==> config.mk <==
export PLATFORM = sky130hd
export DESIGN_NAME = servo_sweep_with_manual_override_flat
export DESIGN_NICKNAME = d
export VERILOG_FILES = /design/src/rtl/svs_pkg.sv /design/src/rtl/svs_if.sv /design/src/rtl/servo_sweep_with_manual_override.sv /design/src/rtl/svs_regs.sv /design/src/rtl/svs_front.sv /design/src/rtl/svs_queue.sv /design/src/rtl/svs_back.sv /design/src/flat_wrapper.sv
export SDC_FILE = /design/constraint.sdc
export NUM_CORES = 1
export LEC_CHECK = 0
export ABC_AREA = 1
export BUFFER_PORTS_ARGS = -buffer_cell sky130_fd_sc_hd__buf_2
export CORE_MARGIN = 2
export CORE_UTILIZATION = 55
export CTS_BUF_LIST = sky130_fd_sc_hd__clkbuf_2 sky130_fd_sc_hd__clkbuf_4 sky130_fd_sc_hd__clkbuf_8
export DETAILED_ROUTE_END_ITERATION = 8
export PLACE_DENSITY = 0.89
export SYNTH_ARGS = -nofsm -noshare
export SYNTH_HDL_FRONTEND = slang
export SYNTH_SLANG_ARGS = --single-unit
==> constraint.sdc <==
create_clock -name clk -period 8.95 [get_ports clk]
set_input_delay 0.895 -clock clk [delete_from_list [all_inputs] [get_ports clk]]
set_output_delay 0.895 -clock clk [all_outputs]
set_load 0.01 [all_outputs]
==> src/rtl/svs_pkg.sv <==
// Shared types, codes and register map for the servo sweep block.
package svs_pkg;

    localparam int SAMPLE_W = 10;
    localparam int ANGLE_W  = 8;
    localparam int STEP_W   = 6;
    localparam int COUNT_W  = 8;
    localparam int MODE_W   = 2;
    localparam int ADDR_W   = 5;
    localparam int DATA_W   = 32;

    // mode codes, also the state of the back end
    localparam logic [MODE_W-1:0] MODE_START  = 2'd0;
    localparam logic [MODE_W-1:0] MODE_SWEEP  = 2'd1;
    localparam logic [MODE_W-1:0] MODE_MANUAL = 2'd2;
    localparam logic [MODE_W-1:0] MODE_IDLE   = 2'd3;

    // register indexes (byte address is 4 * index)
    localparam logic [2:0] REG_HIGH_THRESHOLD = 3'd0;
    localparam logic [2:0] REG_LOW_THRESHOLD  = 3'd1;
    localparam logic [2:0] REG_ANGLE_STEP     = 3'd2;
    localparam logic [2:0] REG_MAX_ANGLE      = 3'd3;
    localparam logic [2:0] REG_IDLE_TIMEOUT   = 3'd4;

    localparam logic [SAMPLE_W-1:0] HIGH_THRESHOLD_RST = 10'd600;
    localparam logic [SAMPLE_W-1:0] LOW_THRESHOLD_RST  = 10'd400;
    localparam logic [STEP_W-1:0]   ANGLE_STEP_RST     = 6'd5;
    localparam logic [ANGLE_W-1:0]  MAX_ANGLE_RST      = 8'd180;
    localparam logic [COUNT_W-1:0]  IDLE_TIMEOUT_RST   = 8'd20;

    localparam logic [COUNT_W-1:0]  COUNT_MAX = {COUNT_W{1'b1}};

    // stick classification carried from front to back
    typedef logic [1:0] cls_t;
    localparam cls_t CLS_CENTER = 2'd0;
    localparam cls_t CLS_HIGH   = 2'd1;
    localparam cls_t CLS_LOW    = 2'd2;

    localparam int QDEPTH = 2;
    localparam int QPTR_W = 1;
    localparam int QCNT_W = 2;

    typedef struct packed {
        logic [SAMPLE_W-1:0] high_threshold;
        logic [SAMPLE_W-1:0] low_threshold;
        logic [STEP_W-1:0]   angle_step;
        logic [ANGLE_W-1:0]  max_angle;
        logic [COUNT_W-1:0]  idle_timeout;
    } cfg_t;

    // queue handshake between front and back
    typedef struct packed {
        logic valid;
        cls_t cls;
    } q_word_t;

endpackage

==> src/rtl/svs_if.sv <==
// Stream interfaces for stick samples and servo results.
interface svs_sample_if;
    logic                      valid;
    logic                      ready;
    logic [svs_pkg::SAMPLE_W-1:0] stick_sample;

    modport source (output valid, output stick_sample, input ready);
    modport sink   (input valid, input stick_sample, output ready);
endinterface

interface svs_result_if;
    logic                        valid;
    logic                        ready;
    logic [svs_pkg::ANGLE_W-1:0] servo_angle;
    logic [svs_pkg::MODE_W-1:0]  mode;

    modport source (output valid, output servo_angle, output mode, input ready);
    modport sink   (input valid, input servo_angle, input mode, output ready);
endinterface

==> src/rtl/servo_sweep_with_manual_override.sv <==
// Top level of the servo sweep controller with manual stick override.
//
// Usage:
//   sample_ch carries one stick_sample word per tick (valid/ready).
//   result_ch returns one word per tick: servo_angle and mode
//   (1 sweep, 2 manual, 3 idle; start is never reported).
//   The APB port holds five registers at byte addresses 0x00..0x10:
//   high_threshold, low_threshold, angle_step, max_angle, idle_timeout.
//   Write them only while no tick is in flight; pready is tied high.
// Timing:
//   A sample passes the classify register, a two-entry queue and the
//   result register, in that order, before the result word goes valid.
//   One sample per cycle is sustained while result_ch.ready stays high;
//   the mode/angle update in the back end is combinational and is
//   registered with the result word.
// Reset:
//   rst_n clears the mode to start, angle and idle count to zero, the
//   sweep direction to up, and loads the register defaults.
// Stall:
//   When result_ch.ready is low the result word holds, the queue fills,
//   and sample_ch.ready drops once the queue and classify stage are full.
module servo_sweep_with_manual_override (
    input  logic                        clk,
    input  logic                        rst_n,
    svs_sample_if.sink                  sample_ch,
    svs_result_if.source                result_ch,
    input  logic                        psel,
    input  logic                        penable,
    input  logic                        pwrite,
    input  logic [svs_pkg::ADDR_W-1:0]  paddr,
    input  logic [svs_pkg::DATA_W-1:0]  pwdata,
    output logic [svs_pkg::DATA_W-1:0]  prdata,
    output logic                        pready
);
    import svs_pkg::*;

    cfg_t    cfg;
    q_word_t push;
    q_word_t head;
    logic    push_ready;
    logic    pop;

    svs_regs u_regs (
        .clk     (clk),
        .rst_n   (rst_n),
        .psel    (psel),
        .penable (penable),
        .pwrite  (pwrite),
        .paddr   (paddr),
        .pwdata  (pwdata),
        .prdata  (prdata),
        .pready  (pready),
        .cfg     (cfg)
    );

    svs_front u_front (
        .clk        (clk),
        .rst_n      (rst_n),
        .cfg        (cfg),
        .sample_ch  (sample_ch),
        .push       (push),
        .push_ready (push_ready)
    );

    svs_queue u_queue (
        .clk        (clk),
        .rst_n      (rst_n),
        .push       (push),
        .push_ready (push_ready),
        .head       (head),
        .pop        (pop)
    );

    svs_back u_back (
        .clk       (clk),
        .rst_n     (rst_n),
        .cfg       (cfg),
        .head      (head),
        .pop       (pop),
        .result_ch (result_ch)
    );

endmodule

==> src/rtl/svs_regs.sv <==
// APB configuration registers.
module svs_regs (
    input  logic                        clk,
    input  logic                        rst_n,
    input  logic                        psel,
    input  logic                        penable,
    input  logic                        pwrite,
    input  logic [svs_pkg::ADDR_W-1:0]  paddr,
    input  logic [svs_pkg::DATA_W-1:0]  pwdata,
    output logic [svs_pkg::DATA_W-1:0]  prdata,
    output logic                        pready,
    output svs_pkg::cfg_t               cfg
);
    import svs_pkg::*;

    cfg_t       cfg_reg;
    logic       wr_en;
    logic [2:0] idx;

    assign pready = 1'b1;
    assign wr_en  = psel && penable && pwrite;
    assign idx    = paddr[4:2];
    assign cfg    = cfg_reg;

    always_ff @(posedge clk or negedge rst_n)
    begin
        if (!rst_n)
        begin
            cfg_reg.high_threshold <= HIGH_THRESHOLD_RST;
            cfg_reg.low_threshold  <= LOW_THRESHOLD_RST;
            cfg_reg.angle_step     <= ANGLE_STEP_RST;
            cfg_reg.max_angle      <= MAX_ANGLE_RST;
            cfg_reg.idle_timeout   <= IDLE_TIMEOUT_RST;
        end
        else if (wr_en)
        begin
            unique case (idx)
                REG_HIGH_THRESHOLD: cfg_reg.high_threshold <= pwdata[SAMPLE_W-1:0];
                REG_LOW_THRESHOLD:  cfg_reg.low_threshold  <= pwdata[SAMPLE_W-1:0];
                REG_ANGLE_STEP:     cfg_reg.angle_step     <= pwdata[STEP_W-1:0];
                REG_MAX_ANGLE:      cfg_reg.max_angle      <= pwdata[ANGLE_W-1:0];
                REG_IDLE_TIMEOUT:   cfg_reg.idle_timeout   <= pwdata[COUNT_W-1:0];
                default: ;
            endcase
        end
    end

    always_comb
    begin
        prdata = '0;
        unique case (idx)
            REG_HIGH_THRESHOLD: prdata = {{(DATA_W-SAMPLE_W){1'b0}}, cfg_reg.high_threshold};
            REG_LOW_THRESHOLD:  prdata = {{(DATA_W-SAMPLE_W){1'b0}}, cfg_reg.low_threshold};
            REG_ANGLE_STEP:     prdata = {{(DATA_W-STEP_W){1'b0}}, cfg_reg.angle_step};
            REG_MAX_ANGLE:      prdata = {{(DATA_W-ANGLE_W){1'b0}}, cfg_reg.max_angle};
            REG_IDLE_TIMEOUT:   prdata = {{(DATA_W-COUNT_W){1'b0}}, cfg_reg.idle_timeout};
            default:            prdata = '0;
        endcase
    end

endmodule

==> src/rtl/svs_front.sv <==
// Front end: takes stick samples and classifies them against the thresholds.
module svs_front (
    input  logic             clk,
    input  logic             rst_n,
    input  svs_pkg::cfg_t    cfg,
    svs_sample_if.sink       sample_ch,
    output svs_pkg::q_word_t push,
    input  logic             push_ready
);
    import svs_pkg::*;

    logic valid_reg;
    logic valid_next;
    cls_t cls_reg;
    cls_t cls_next;
    logic take;

    assign sample_ch.ready = !valid_reg || push_ready;
    assign take            = sample_ch.valid && sample_ch.ready;

    // high test wins when both thresholds are crossed
    always_comb
    begin
        if (sample_ch.stick_sample > cfg.high_threshold)
            cls_next = CLS_HIGH;
        else if (sample_ch.stick_sample < cfg.low_threshold)
            cls_next = CLS_LOW;
        else
            cls_next = CLS_CENTER;
    end

    always_comb
    begin
        valid_next = valid_reg;
        if (take)
            valid_next = 1'b1;
        else if (push_ready)
            valid_next = 1'b0;
    end

    always_ff @(posedge clk or negedge rst_n)
    begin
        if (!rst_n)
            valid_reg <= 1'b0;
        else
            valid_reg <= valid_next;
    end

    always_ff @(posedge clk)
    begin
        if (take)
            cls_reg <= cls_next;
    end

    assign push.valid = valid_reg;
    assign push.cls   = cls_reg;

endmodule

==> src/rtl/svs_queue.sv <==
// Short queue of classified samples between front and back.
module svs_queue (
    input  logic             clk,
    input  logic             rst_n,
    input  svs_pkg::q_word_t push,
    output logic             push_ready,
    output svs_pkg::q_word_t head,
    input  logic             pop
);
    import svs_pkg::*;

    cls_t              mem [QDEPTH];
    logic [QPTR_W-1:0] wr_ptr_reg;
    logic [QPTR_W-1:0] rd_ptr_reg;
    logic [QCNT_W-1:0] count_reg;
    logic [QCNT_W-1:0] count_next;
    logic              do_push;
    logic              do_pop;

    assign push_ready = (count_reg != QCNT_W'(QDEPTH));
    assign do_push    = push.valid && push_ready;
    assign do_pop     = pop && (count_reg != '0);
    assign head.valid = (count_reg != '0);
    assign head.cls   = mem[rd_ptr_reg];

    always_comb
    begin
        count_next = count_reg;
        if (do_push && !do_pop)
            count_next = count_reg + 1'b1;
        else if (do_pop && !do_push)
            count_next = count_reg - 1'b1;
    end

    always_ff @(posedge clk or negedge rst_n)
    begin
        if (!rst_n)
        begin
            wr_ptr_reg <= '0;
            rd_ptr_reg <= '0;
            count_reg  <= '0;
        end
        else
        begin
            if (do_push)
                wr_ptr_reg <= wr_ptr_reg + 1'b1;
            if (do_pop)
                rd_ptr_reg <= rd_ptr_reg + 1'b1;
            count_reg <= count_next;
        end
    end

    always_ff @(posedge clk)
    begin
        if (do_push)
            mem[wr_ptr_reg] <= push.cls;
    end

endmodule

==> src/rtl/svs_back.sv <==
// Back end: mode machine, angle update and the result register.
module svs_back (
    input  logic             clk,
    input  logic             rst_n,
    input  svs_pkg::cfg_t    cfg,
    input  svs_pkg::q_word_t head,
    output logic             pop,
    svs_result_if.source     result_ch
);
    import svs_pkg::*;

    logic [MODE_W-1:0]  mode_reg;
    logic [MODE_W-1:0]  mode_next;
    logic [ANGLE_W-1:0] position_reg;
    logic [ANGLE_W-1:0] position_next;
    logic               sweep_down_reg;
    logic               sweep_down_next;
    logic [COUNT_W-1:0] idle_count_reg;
    logic [COUNT_W-1:0] idle_count_next;
    logic               out_valid_reg;
    logic [ANGLE_W-1:0] out_angle_reg;
    logic [MODE_W-1:0]  out_mode_reg;

    logic               hi;
    logic               lo;
    logic               pushed;
    logic [ANGLE_W:0]   up_sum;
    logic               up_clamp;
    logic               down_clamp;
    logic [ANGLE_W-1:0] up_pos;
    logic [ANGLE_W-1:0] down_pos;

    assign pop    = head.valid && (!out_valid_reg || result_ch.ready);
    assign hi     = (head.cls == CLS_HIGH);
    assign lo     = (head.cls == CLS_LOW);
    assign pushed = hi || lo;

    assign up_sum     = {1'b0, position_reg} + {{(ANGLE_W+1-STEP_W){1'b0}}, cfg.angle_step};
    assign up_clamp   = (up_sum >= {1'b0, cfg.max_angle});
    assign down_clamp = ({1'b0, position_reg} <= {{(ANGLE_W+1-STEP_W){1'b0}}, cfg.angle_step});
    assign up_pos     = up_clamp ? cfg.max_angle : up_sum[ANGLE_W-1:0];
    assign down_pos   = down_clamp ? '0 : (position_reg - {{(ANGLE_W-STEP_W){1'b0}}, cfg.angle_step});

    always_comb
    begin
        mode_next       = mode_reg;
        idle_count_next = idle_count_reg;
        position_next   = position_reg;
        sweep_down_next = sweep_down_reg;

        unique case (mode_reg)
            MODE_START:  mode_next = MODE_SWEEP;
            MODE_SWEEP:  mode_next = pushed ? MODE_MANUAL : MODE_SWEEP;
            MODE_MANUAL: mode_next = pushed ? MODE_MANUAL : MODE_IDLE;
            MODE_IDLE:
            begin
                if (idle_count_reg < cfg.idle_timeout)
                begin
                    if (pushed)
                    begin
                        mode_next       = MODE_MANUAL;
                        idle_count_next = '0;
                    end
                end
                else
                begin
                    mode_next       = MODE_SWEEP;
                    idle_count_next = '0;
                end
            end
            default: mode_next = mode_reg;
        endcase

        // action taken in the mode the tick lands in
        unique case (mode_next)
            MODE_SWEEP:
            begin
                if (!sweep_down_reg)
                begin
                    position_next = up_pos;
                    if (up_clamp)
                        sweep_down_next = 1'b1;
                end
                else
                begin
                    position_next = down_pos;
                    if (down_clamp)
                        sweep_down_next = 1'b0;
                end
            end
            MODE_MANUAL:
            begin
                if (hi)
                    position_next = up_pos;
                else if (lo)
                    position_next = down_pos;
            end
            MODE_IDLE:
            begin
                if (idle_count_next != COUNT_MAX)
                    idle_count_next = idle_count_next + 1'b1;
            end
            default: ;
        endcase
    end

    always_ff @(posedge clk or negedge rst_n)
    begin
        if (!rst_n)
        begin
            mode_reg       <= MODE_START;
            position_reg   <= '0;
            sweep_down_reg <= 1'b0;
            idle_count_reg <= '0;
            out_valid_reg  <= 1'b0;
        end
        else
        begin
            if (pop)
            begin
                mode_reg       <= mode_next;
                position_reg   <= position_next;
                sweep_down_reg <= sweep_down_next;
                idle_count_reg <= idle_count_next;
                out_valid_reg  <= 1'b1;
            end
            else if (result_ch.ready)
                out_valid_reg <= 1'b0;
        end
    end

    always_ff @(posedge clk)
    begin
        if (pop)
        begin
            out_angle_reg <= position_next;
            out_mode_reg  <= mode_next;
        end
    end

    assign result_ch.valid       = out_valid_reg;
    assign result_ch.servo_angle = out_angle_reg;
    assign result_ch.mode        = out_mode_reg;

    // the idle counter only runs in idle
    a_count_idle_only: assert property (@(posedge clk) disable iff (!rst_n)
        (mode_reg != MODE_IDLE) |-> (idle_count_reg == '0))
        else $error("idle count nonzero outside idle");

    // no word is shown before the first tick leaves start
    a_start_no_word: assert property (@(posedge clk) disable iff (!rst_n)
        (mode_reg == MODE_START) |-> !out_valid_reg)
        else $error("result word while still in start");

    // every tick taken from the queue shows up as a word with a real mode
    a_pop_word: assert property (@(posedge clk) disable iff (!rst_n)
        pop |=> (out_valid_reg && (out_mode_reg != MODE_START)
                 && (out_angle_reg == position_reg)))
        else $error("tick did not land in the result register");

endmodule

==> src/flat_wrapper.sv <==
// flat-port wrapper written by rule: the top's interface ports become plain ports
module servo_sweep_with_manual_override_flat import svs_pkg::*;
  (clk, rst_n, psel, penable, pwrite, paddr, pwdata, prdata, pready, sample_ch_valid, sample_ch_stick_sample, sample_ch_ready, result_ch_valid, result_ch_servo_angle, result_ch_mode, result_ch_ready);
  svs_sample_if sample_ch_i ();
  svs_result_if result_ch_i ();
  input  logic clk;
  input  logic rst_n;
  input  logic psel;
  input  logic penable;
  input  logic pwrite;
  input  logic [svs_pkg::ADDR_W-1:0] paddr;
  input  logic [svs_pkg::DATA_W-1:0] pwdata;
  output logic [svs_pkg::DATA_W-1:0] prdata;
  output logic pready;
  input wire logic [$bits(sample_ch_i.valid)-1:0] sample_ch_valid;
  input wire logic [$bits(sample_ch_i.stick_sample)-1:0] sample_ch_stick_sample;
  output wire logic [$bits(sample_ch_i.ready)-1:0] sample_ch_ready;
  output wire logic [$bits(result_ch_i.valid)-1:0] result_ch_valid;
  output wire logic [$bits(result_ch_i.servo_angle)-1:0] result_ch_servo_angle;
  output wire logic [$bits(result_ch_i.mode)-1:0] result_ch_mode;
  input wire logic [$bits(result_ch_i.ready)-1:0] result_ch_ready;
  assign sample_ch_i.valid = sample_ch_valid;
  assign sample_ch_i.stick_sample = sample_ch_stick_sample;
  assign sample_ch_ready = sample_ch_i.ready;
  assign result_ch_valid = result_ch_i.valid;
  assign result_ch_servo_angle = result_ch_i.servo_angle;
  assign result_ch_mode = result_ch_i.mode;
  assign result_ch_i.ready = result_ch_ready;
  servo_sweep_with_manual_override u_core (.clk(clk), .rst_n(rst_n), .sample_ch(sample_ch_i), .result_ch(result_ch_i), .psel(psel), .penable(penable), .pwrite(pwrite), .paddr(paddr), .pwdata(pwdata), .prdata(prdata), .pready(pready));
endmodule
[After elaboration in Yosys (flattened, before gate mapping)]
Memories as Yosys holds them, arrays and structs flattened.
Cells that the tools add are included.
Word-level totals
  logic and storage cells: 100
  memories kept: 1
  output and inout port bits: 45
  input bits: 54
  bits in writable memories: 4
  bits in registers: 79
Operators by class
  mux-type cells: 29
  add/subtract/negate cells: 7
  reduce and logical (&&, ||, !) cells: 27
  order comparisons: 5
  eq/ne operators: 14
Memories
  u_core.u_queue.mem: depth 2, width 2, rd ports 1, clocked after Yosys merged registers in 0, wr ports 1, RTL line svs_queue.sv:12  | cls_t mem [QDEPTH];
Operators with widths (number)
  $mux W8: 10
  $pmux W10 S5: 1
  $pmux W8 S2: 1
  $mux W2: 6
  $reduce_and A2 Y1: 6
  $eq A2 B2 Y1 const B: 5
  $gt A10 B10 Y1: 1
  $lt A10 B10 Y1: 1
  $mux W1: 10
  $add A8 B6 Y9: 1
  $ge A9 B8 Y1: 1
  $add A8 B1 Y8 const B: 1
  $le A8 B6 Y1: 1
  $logic_and A1 B1 Y1: 8
  $lt A8 B8 Y1: 1
  $ne A8 B8 Y1 const B: 1
  $pmux W2 S4: 1
  $reduce_bool A2 Y1: 4
  $sub A8 B6 Y8: 1
  $eq A2 B1 Y1 const B: 3
  $eq A3 B2 Y1 const B: 2
  $logic_not A1 Y1: 4
  $eq A3 B1 Y1 const B: 1
  $eq A3 B3 Y1 const B: 1
  7 further kinds: 10

[Logic depth before layout (Yosys ltp)]
An unclocked memory read counts as a cell.
  word-level depth: 9
  mapped depth: 25

[Hierarchy]
Synthesis repeated with hierarchy kept, for this count alone.
Unflattened totals
  cells, all modules: 905
  area, all modules: 6526.3 um2
Modules (own cells, without submodules)
  svs_back: times used 1, cells an instance 487, area an instance 3186.8 um2
  svs_regs: times used 1, cells an instance 276, area an instance 2278.4 um2
  svs_front: times used 1, cells an instance 103, area an instance 673.1 um2
  svs_queue: times used 1, cells an instance 39, area an instance 387.9 um2

[Worst setup path before layout]
OpenSTA, ideal clock, no wires.
  path type: register to register
  from: register u_core.u_regs.cfg_reg, in the netlist u_core.u_regs.cfg[18]
  to: register u_core.u_back.out_angle_reg[1] (netlist: u_core.u_back.result_ch.servo_angle[1]) (data pin)
  stages on the path, launching flop included: 20
  path slack: 5797 ps
  data arrival time: 2898 ps
  data required time: 8695 ps
  path buffers: 1
  library setup time: 255 ps
  cells stage by stage: dfstp_2 inv_1 ha_1 buf_4 inv_2 nand3_1 a21oi_1 nor2_1 nand2_1 nand2_1 ha_1 a21oi_1 o2111ai_4 nor2_8 nand3_4 nand2_2 nand3_1 nand2_1 nand3_1 and2_1
Between the ends
  word-level cells in the longest chain between the ends: 5
RTL lines
  start, declared: RTL line svs_regs.sv:16  | cfg_t cfg_reg;
  $add A8 B6 Y9 / $le A8 B6 Y1 (equally long branches): RTL line svs_back.sv:38, svs_back.sv:40
  $ge A9 B8 Y1 / $mux W8 (equally long branches): RTL line svs_back.sv:39, svs_back.sv:42
  $mux W8, on equally long branches: RTL line svs_back.sv:41, svs_back.sv:95
  $mux W8, on equally long branches: RTL line svs_back.sv:93, svs_back.sv:78
  $pmux W8 S2 (*): RTL line svs_back.sv:75  | unique case (mode_next)
  net u_core.u_back.position_next[1]: RTL line svs_back.sv:15  | logic [ANGLE_W-1:0] position_next;
  end signal, assigned: RTL line svs_back.sv:136  | out_angle_reg <= position_next;
  end, declared: RTL line svs_back.sv:21  | logic [ANGLE_W-1:0] out_angle_reg;
The timed path passes the listed nets; every way through them passes the cells marked *.
A chain may end at the register's enable or synchronous reset.

[Final worst setup path]
  from: register u_core.u_regs.cfg_reg, in the netlist u_core.u_regs.cfg[18]
  to: register u_core.u_back.out_angle_reg[7] (netlist: u_core.u_back.result_ch.servo_angle[7]) (data pin)
Between the ends
  word-level cells in the longest chain between the ends: 5
RTL lines
  $add A8 B6 Y9 (tied with other cells): RTL line svs_back.sv:38  | assign up_sum = {1'b0, position_reg} + {{(ANGLE_W+1-STEP_W){1'b0}}, cfg.angle_step};
  $ge A9 B8 Y1 / $mux W8 (equally long branches): RTL line svs_back.sv:39, svs_back.sv:42
  $mux W8, on equally long branches: RTL line svs_back.sv:41, svs_back.sv:95
  $mux W8, on equally long branches: RTL line svs_back.sv:93, svs_back.sv:78
  $pmux W8 S2 (*): RTL line svs_back.sv:75
  net u_core.u_back.position_next[7]: RTL line svs_back.sv:15
Marks and branches as above.

==> reports/summary.log <==
INFO  logic_synthesis syn_area=0.00612mm²
INFO  logic_synthesis yosysWarnings=0
INFO  sta            hold_viol=0
INFO  sta            grt_setup_unrepaired=no
INFO  detailed_routing routedWlPerCell=14.3µm
INFO  floorplan      floorplan.rows=38
INFO  min_path       min-delay-path-class=reg2reg
INFO  setup_path     critPathArrivalTime=3.72ns
INFO  logic_synthesis syn_inst=804
INFO  global_routing global_route.overflow_total=0
INFO  sta            finClkSkew=0.0139ns
INFO  setup_path     cpMaxStageDelayCell=sky130_fd_sc_hd__dfstp_2
INFO  logic_synthesis muxShareOfSynthArea=0%
INFO  sta            fmaxAchievable=278MHz
INFO  detailed_routing drt_iter0_markers=549
INFO  logic_synthesis synth_flop_cell=sky130_fd_sc_hd__dfrtp_1
INFO  detailed_routing final_antenna_net_count=0
INFO  power_and_ir_drop irDropWorstVdd=0.183mV
INFO  power_and_ir_drop seq_power_share=27.7%
INFO  flow_run       maxCapViolCount=0
INFO  layout         flip_flop_count_of_the_largest_register_all_copies_and_words_added=42
INFO  clock_network  post_cts_hold_buffer_count=0
INFO  floorplan      starting_utilization_of_the_core_area=56.4%
INFO  sta            finalSetupViolations=0
INFO  logic_synthesis synth_most_common_cell=sky130_fd_sc_hd__nand2_1
INFO  floorplan      number_of_primary_i_o_pins=99
INFO  sta            tightestPinTransition=0.845ns
INFO  floorplan      die_w=109µm
INFO  detailed_routing top_layer=met4
INFO  setup_path     critical_path.max_fanout=9
INFO  layout         area_growth=7.79%
INFO  sta            timing.final.crit_period=3.60ns
INFO  detailed_routing dr.pass1.iters=7
INFO  logic_synthesis synth-edff-count=16
INFO  layout         antenna_cells=0
INFO  clock_network  clockBufferDepth=2
INFO  detailed_routing routed-wl-met3=902µm
INFO  power_and_ir_drop leakagePower=3.31nW
INFO  place          gp_congestion=0.929
INFO  sta            layout_worst_path_cycle_share=40.2%
INFO  power_and_ir_drop switching_share=48.4%
INFO  logic_synthesis synth_top_cells_by_area=sky130_fd_sc_hd__dfrtp_1 (21%), sky130_fd_sc_hd__nand2_1 (11%), sky130_fd_sc_hd__ha_1 (11%)
INFO  logic_synthesis synth_compound_area_share=13.7%
INFO  layout         drive_gt1_share=14.1%
INFO  setup_path     endpoint_kind=register
INFO  sta            finalSetupTns=0ns
INFO  clock_network  clk_pin_slew=0.09ns
INFO  clock_network  clkSinkCount=83
INFO  place          detailed_place_hpwl=10.7mm
INFO  clock_network  cts_tree=built
INFO  global_routing global_route.usage.total=25.0%
INFO  clock_network  clk_root_buffer_cell=sky130_fd_sc_hd__clkbuf_8
INFO  layout         nets=954
INFO  detailed_routing dr_wl_met2=6.62mm
INFO  clock_network  skew_pair_late_insertion_delay=0.38ns
INFO  logic_synthesis synth_seq_cells=83
INFO  clock_network  post_cts_resize_count=0
INFO  place          buffer_ports.inserted=51
INFO  clock_network  post_cts_buffers=0
INFO  global_routing antenna_found_initial=0
INFO  setup_path     crit_path_max_incr_delay=0.58ns
INFO  logic_synthesis async_flop_share=80.7%
INFO  detailed_routing routed-via-count=5487
INFO  global_routing grt_pass1_wl=23.4mm
INFO  layout         layout.cell_area.non_filler=0.00659mm²
INFO  power_and_ir_drop internal_power_component=1.26mW
INFO  logic_synthesis sequential_fraction_of_the_synthesis_area=35.6%
INFO  detailed_routing remaining_design_rule_violation_count=0
INFO  status         status=completed
INFO  floorplan      die_y=109µm
INFO  logic_synthesis ys_top_cells_by_count=sky130_fd_sc_hd__nand2_1 (180), sky130_fd_sc_hd__inv_1 (111), sky130_fd_sc_hd__o21ai_0 (68)
INFO  global_routing grt_max_degree=68
INFO  power_and_ir_drop pwr-share-clk=12.9%
INFO  floorplan      placeableCoreArea=0.0108mm²
INFO  detailed_routing route.layer.met1.wl=6.27mm
INFO  power_and_ir_drop p_sw=1.18mW
INFO  logic_synthesis synth_top_family_by_area=simple AND/OR/NAND/NOR gates
INFO  layout         filler_cell_count=956
INFO  logic_synthesis yosys.area_share.simple=25.4%
INFO  detailed_routing drt-total-wl=14.1mm
INFO  global_routing grt_pass1_vias=5057
INFO  clock_network  cts_htree_levels=3
INFO  power_and_ir_drop power_density=369mW/mm²
INFO  logic_synthesis post_synth_xor_area_fraction=2.00%
INFO  floorplan      design.die.area=0.0120mm²
INFO  setup_path     critPathRequiredTime=9.07ns
INFO  logic_synthesis synthDistinctLibCells=51
INFO  clock_network  number_of_buffers_created_by_cts=9
INFO  setup_path     setup.worst_path.class=reg2reg
INFO  logic_synthesis syn_avg_cell_area=7.61µm²
INFO  power_and_ir_drop p_comb_share=59.4%
INFO  setup_path     path_cells=inv_1, ha_1, inv_2, nand3_1, a21oi_1, nor2_1, nand2_1, nand2_1, ha_1, a21oi_1, o2111ai_4, nor2_8, nand3_4, nand2_2, nand3_1, nand2_1, nand3_1, and2_1
INFO  logic_synthesis synth_top_area_cell=sky130_fd_sc_hd__dfrtp_1
INFO  place          post_dp_cell_area=0.00637mm²
INFO  detailed_routing drt-vias-per-instance=5.54
INFO  sta            finalMaxSlewViolations=0
INFO  logic_synthesis synth_adder_area_share=11.5%
INFO  setup_path     startpoint_type=register
INFO  sta            relative_max_transition_margin=43.6%
INFO  logic_synthesis synth_top_area_share=21.3%
==> per-stage QoR <==
| step | total power [mW] | utilization, % | hold WS (ns) | std cells | worst slack (ns) |
|---|---|---|---|---|---|
| after CTS | 2.42 | 60.8 | 0.460 | 990 | 5.41 |
| after detailed placement | 2.10 | 58.7 | 0.440 | 974 | 5.42 |
| final | 2.44 | 60.8 | 0.464 | 990 | 5.35 |
| after floorplan | 1.79 | - | 0.421 | 825 | 5.80 |
| after global placement | 2.05 | 58.7 | 0.432 | 974 | 5.44 |
| after global routing | 2.67 | 60.8 | 0.468 | 990 | 5.07 |
==> cells by family after synthesis <==
family                     Yosys count
AOI/OAI and AO/OA                  148
adders and majority gates           55
buffers and inverters              161
xor gates and xnor gates            14
DFF                                 83
and+or+nand+nor                    341
other                                2
==> layout make-up <==
class                   instances  area (µm²)  area share, %
clock buffers                  11         139           2.11
clock inverters                 5        85.1           1.29
inverters                     117         439           6.66
multi-input cells             581        3310           50.2
flip-flops and latches         83        2180           33.0
well taps                     140         175           2.66
repair buffers                 53         270           4.10
==> layout by cell type, fill, tap and decap left out, types with 3 or more instances in the layout <==
| cell | n |
|---|---|
| sky130_fd_sc_hd__o21ai_0 | 68 |
| sky130_fd_sc_hd__o211ai_1 | 3 |
| sky130_fd_sc_hd__and2_1 | 8 |
| sky130_fd_sc_hd__conb_1 | 23 |
| sky130_fd_sc_hd__inv_1 | 111 |
| sky130_fd_sc_hd__a21oi_1 | 48 |
| sky130_fd_sc_hd__dfrtp_1 | 52 |
| sky130_fd_sc_hd__nand3_1 | 63 |
| sky130_fd_sc_hd__edfxtp_1 | 16 |
| sky130_fd_sc_hd__nand2_1 | 180 |
| sky130_fd_sc_hd__o21a_1 | 3 |
| sky130_fd_sc_hd__xor2_1 | 10 |
| sky130_fd_sc_hd__nor3_1 | 4 |
| sky130_fd_sc_hd__nor2_2 | 4 |
| sky130_fd_sc_hd__nand4_1 | 20 |
| sky130_fd_sc_hd__dfstp_2 | 15 |
| sky130_fd_sc_hd__clkbuf_8 | 9 |
| sky130_fd_sc_hd__inv_2 | 4 |
| sky130_fd_sc_hd__ha_1 | 53 |
| sky130_fd_sc_hd__nor2_1 | 37 |
| sky130_fd_sc_hd__nand2_2 | 11 |
| sky130_fd_sc_hd__or2_2 | 7 |
| sky130_fd_sc_hd__o22ai_1 | 9 |
| sky130_fd_sc_hd__buf_2 | 51 |
| sky130_fd_sc_hd__xnor2_1 | 4 |
==> worst max-delay path: cells and delay by family (launching register included) <==
| family | cells | cell delay [ns] |
|---|---|---|
| simple gates | 11 | 1.27 |
| flops | 1 | 0.58 |
| fa+ha+maj | 2 | 0.70 |
| buf+inv | 2 | 0.17 |
| compound gates | 3 | 0.62 |
==> power by group through the flow <==
stage          clock [mW]  sequential (mW)  combinational [mW]
2_1_floorplan           0            0.649                1.14
3_3_place_gp            0            0.672                1.38
3_5_place_dp            0            0.675                1.43
4_1_cts             0.316            0.670                1.43
5_1_grt             0.334            0.688                1.64
6_report            0.315            0.674                1.45
==> final timing paths <==
| path | start | depth (start not counted) | slack (ns) | endpoint |
|---|---|---|---|---|
| worst max-delay path | u_core.u_regs.cfg[18]$_DFFE_PN1P_ | 18 | 5.35 | u_core.u_back.result_ch.servo_angle[7]$_DFFE_PP_ |
| worst min-delay path | u_core.u_front.cls_reg[0]$_SDFFCE_PN1P_ | 0 | 0.46 | u_core.u_queue.mem[1][0]$_DFFE_PP_ |
| worst max register to register | u_core.u_regs.cfg[18]$_DFFE_PN1P_ | 18 | 5.35 | u_core.u_back.result_ch.servo_angle[7]$_DFFE_PP_ |
| worst min register to register | u_core.u_front.cls_reg[0]$_SDFFCE_PN1P_ | 0 | 0.46 | u_core.u_queue.mem[1][0]$_DFFE_PP_ |
| max in group asynchronous | rst_n | 2 | 7.70 | u_core.u_queue.count_reg[0]$_DFFE_PN0P_ |
| min in group asynchronous | rst_n | 2 | 0.69 | u_core.u_back.position_reg[6]$_DFFE_PN0P_ |
==> per-layer routing <==
layer | vias up | track usage (%)
li1 | 2681 | -
met1 | 2548 | 33.8
met2 | 227 | 40.5
met3 | 31 | 3.79
met4 | 0 | 9.58
met5 | - | 0
No activity file was read; power rests on OpenSTA's default activity.
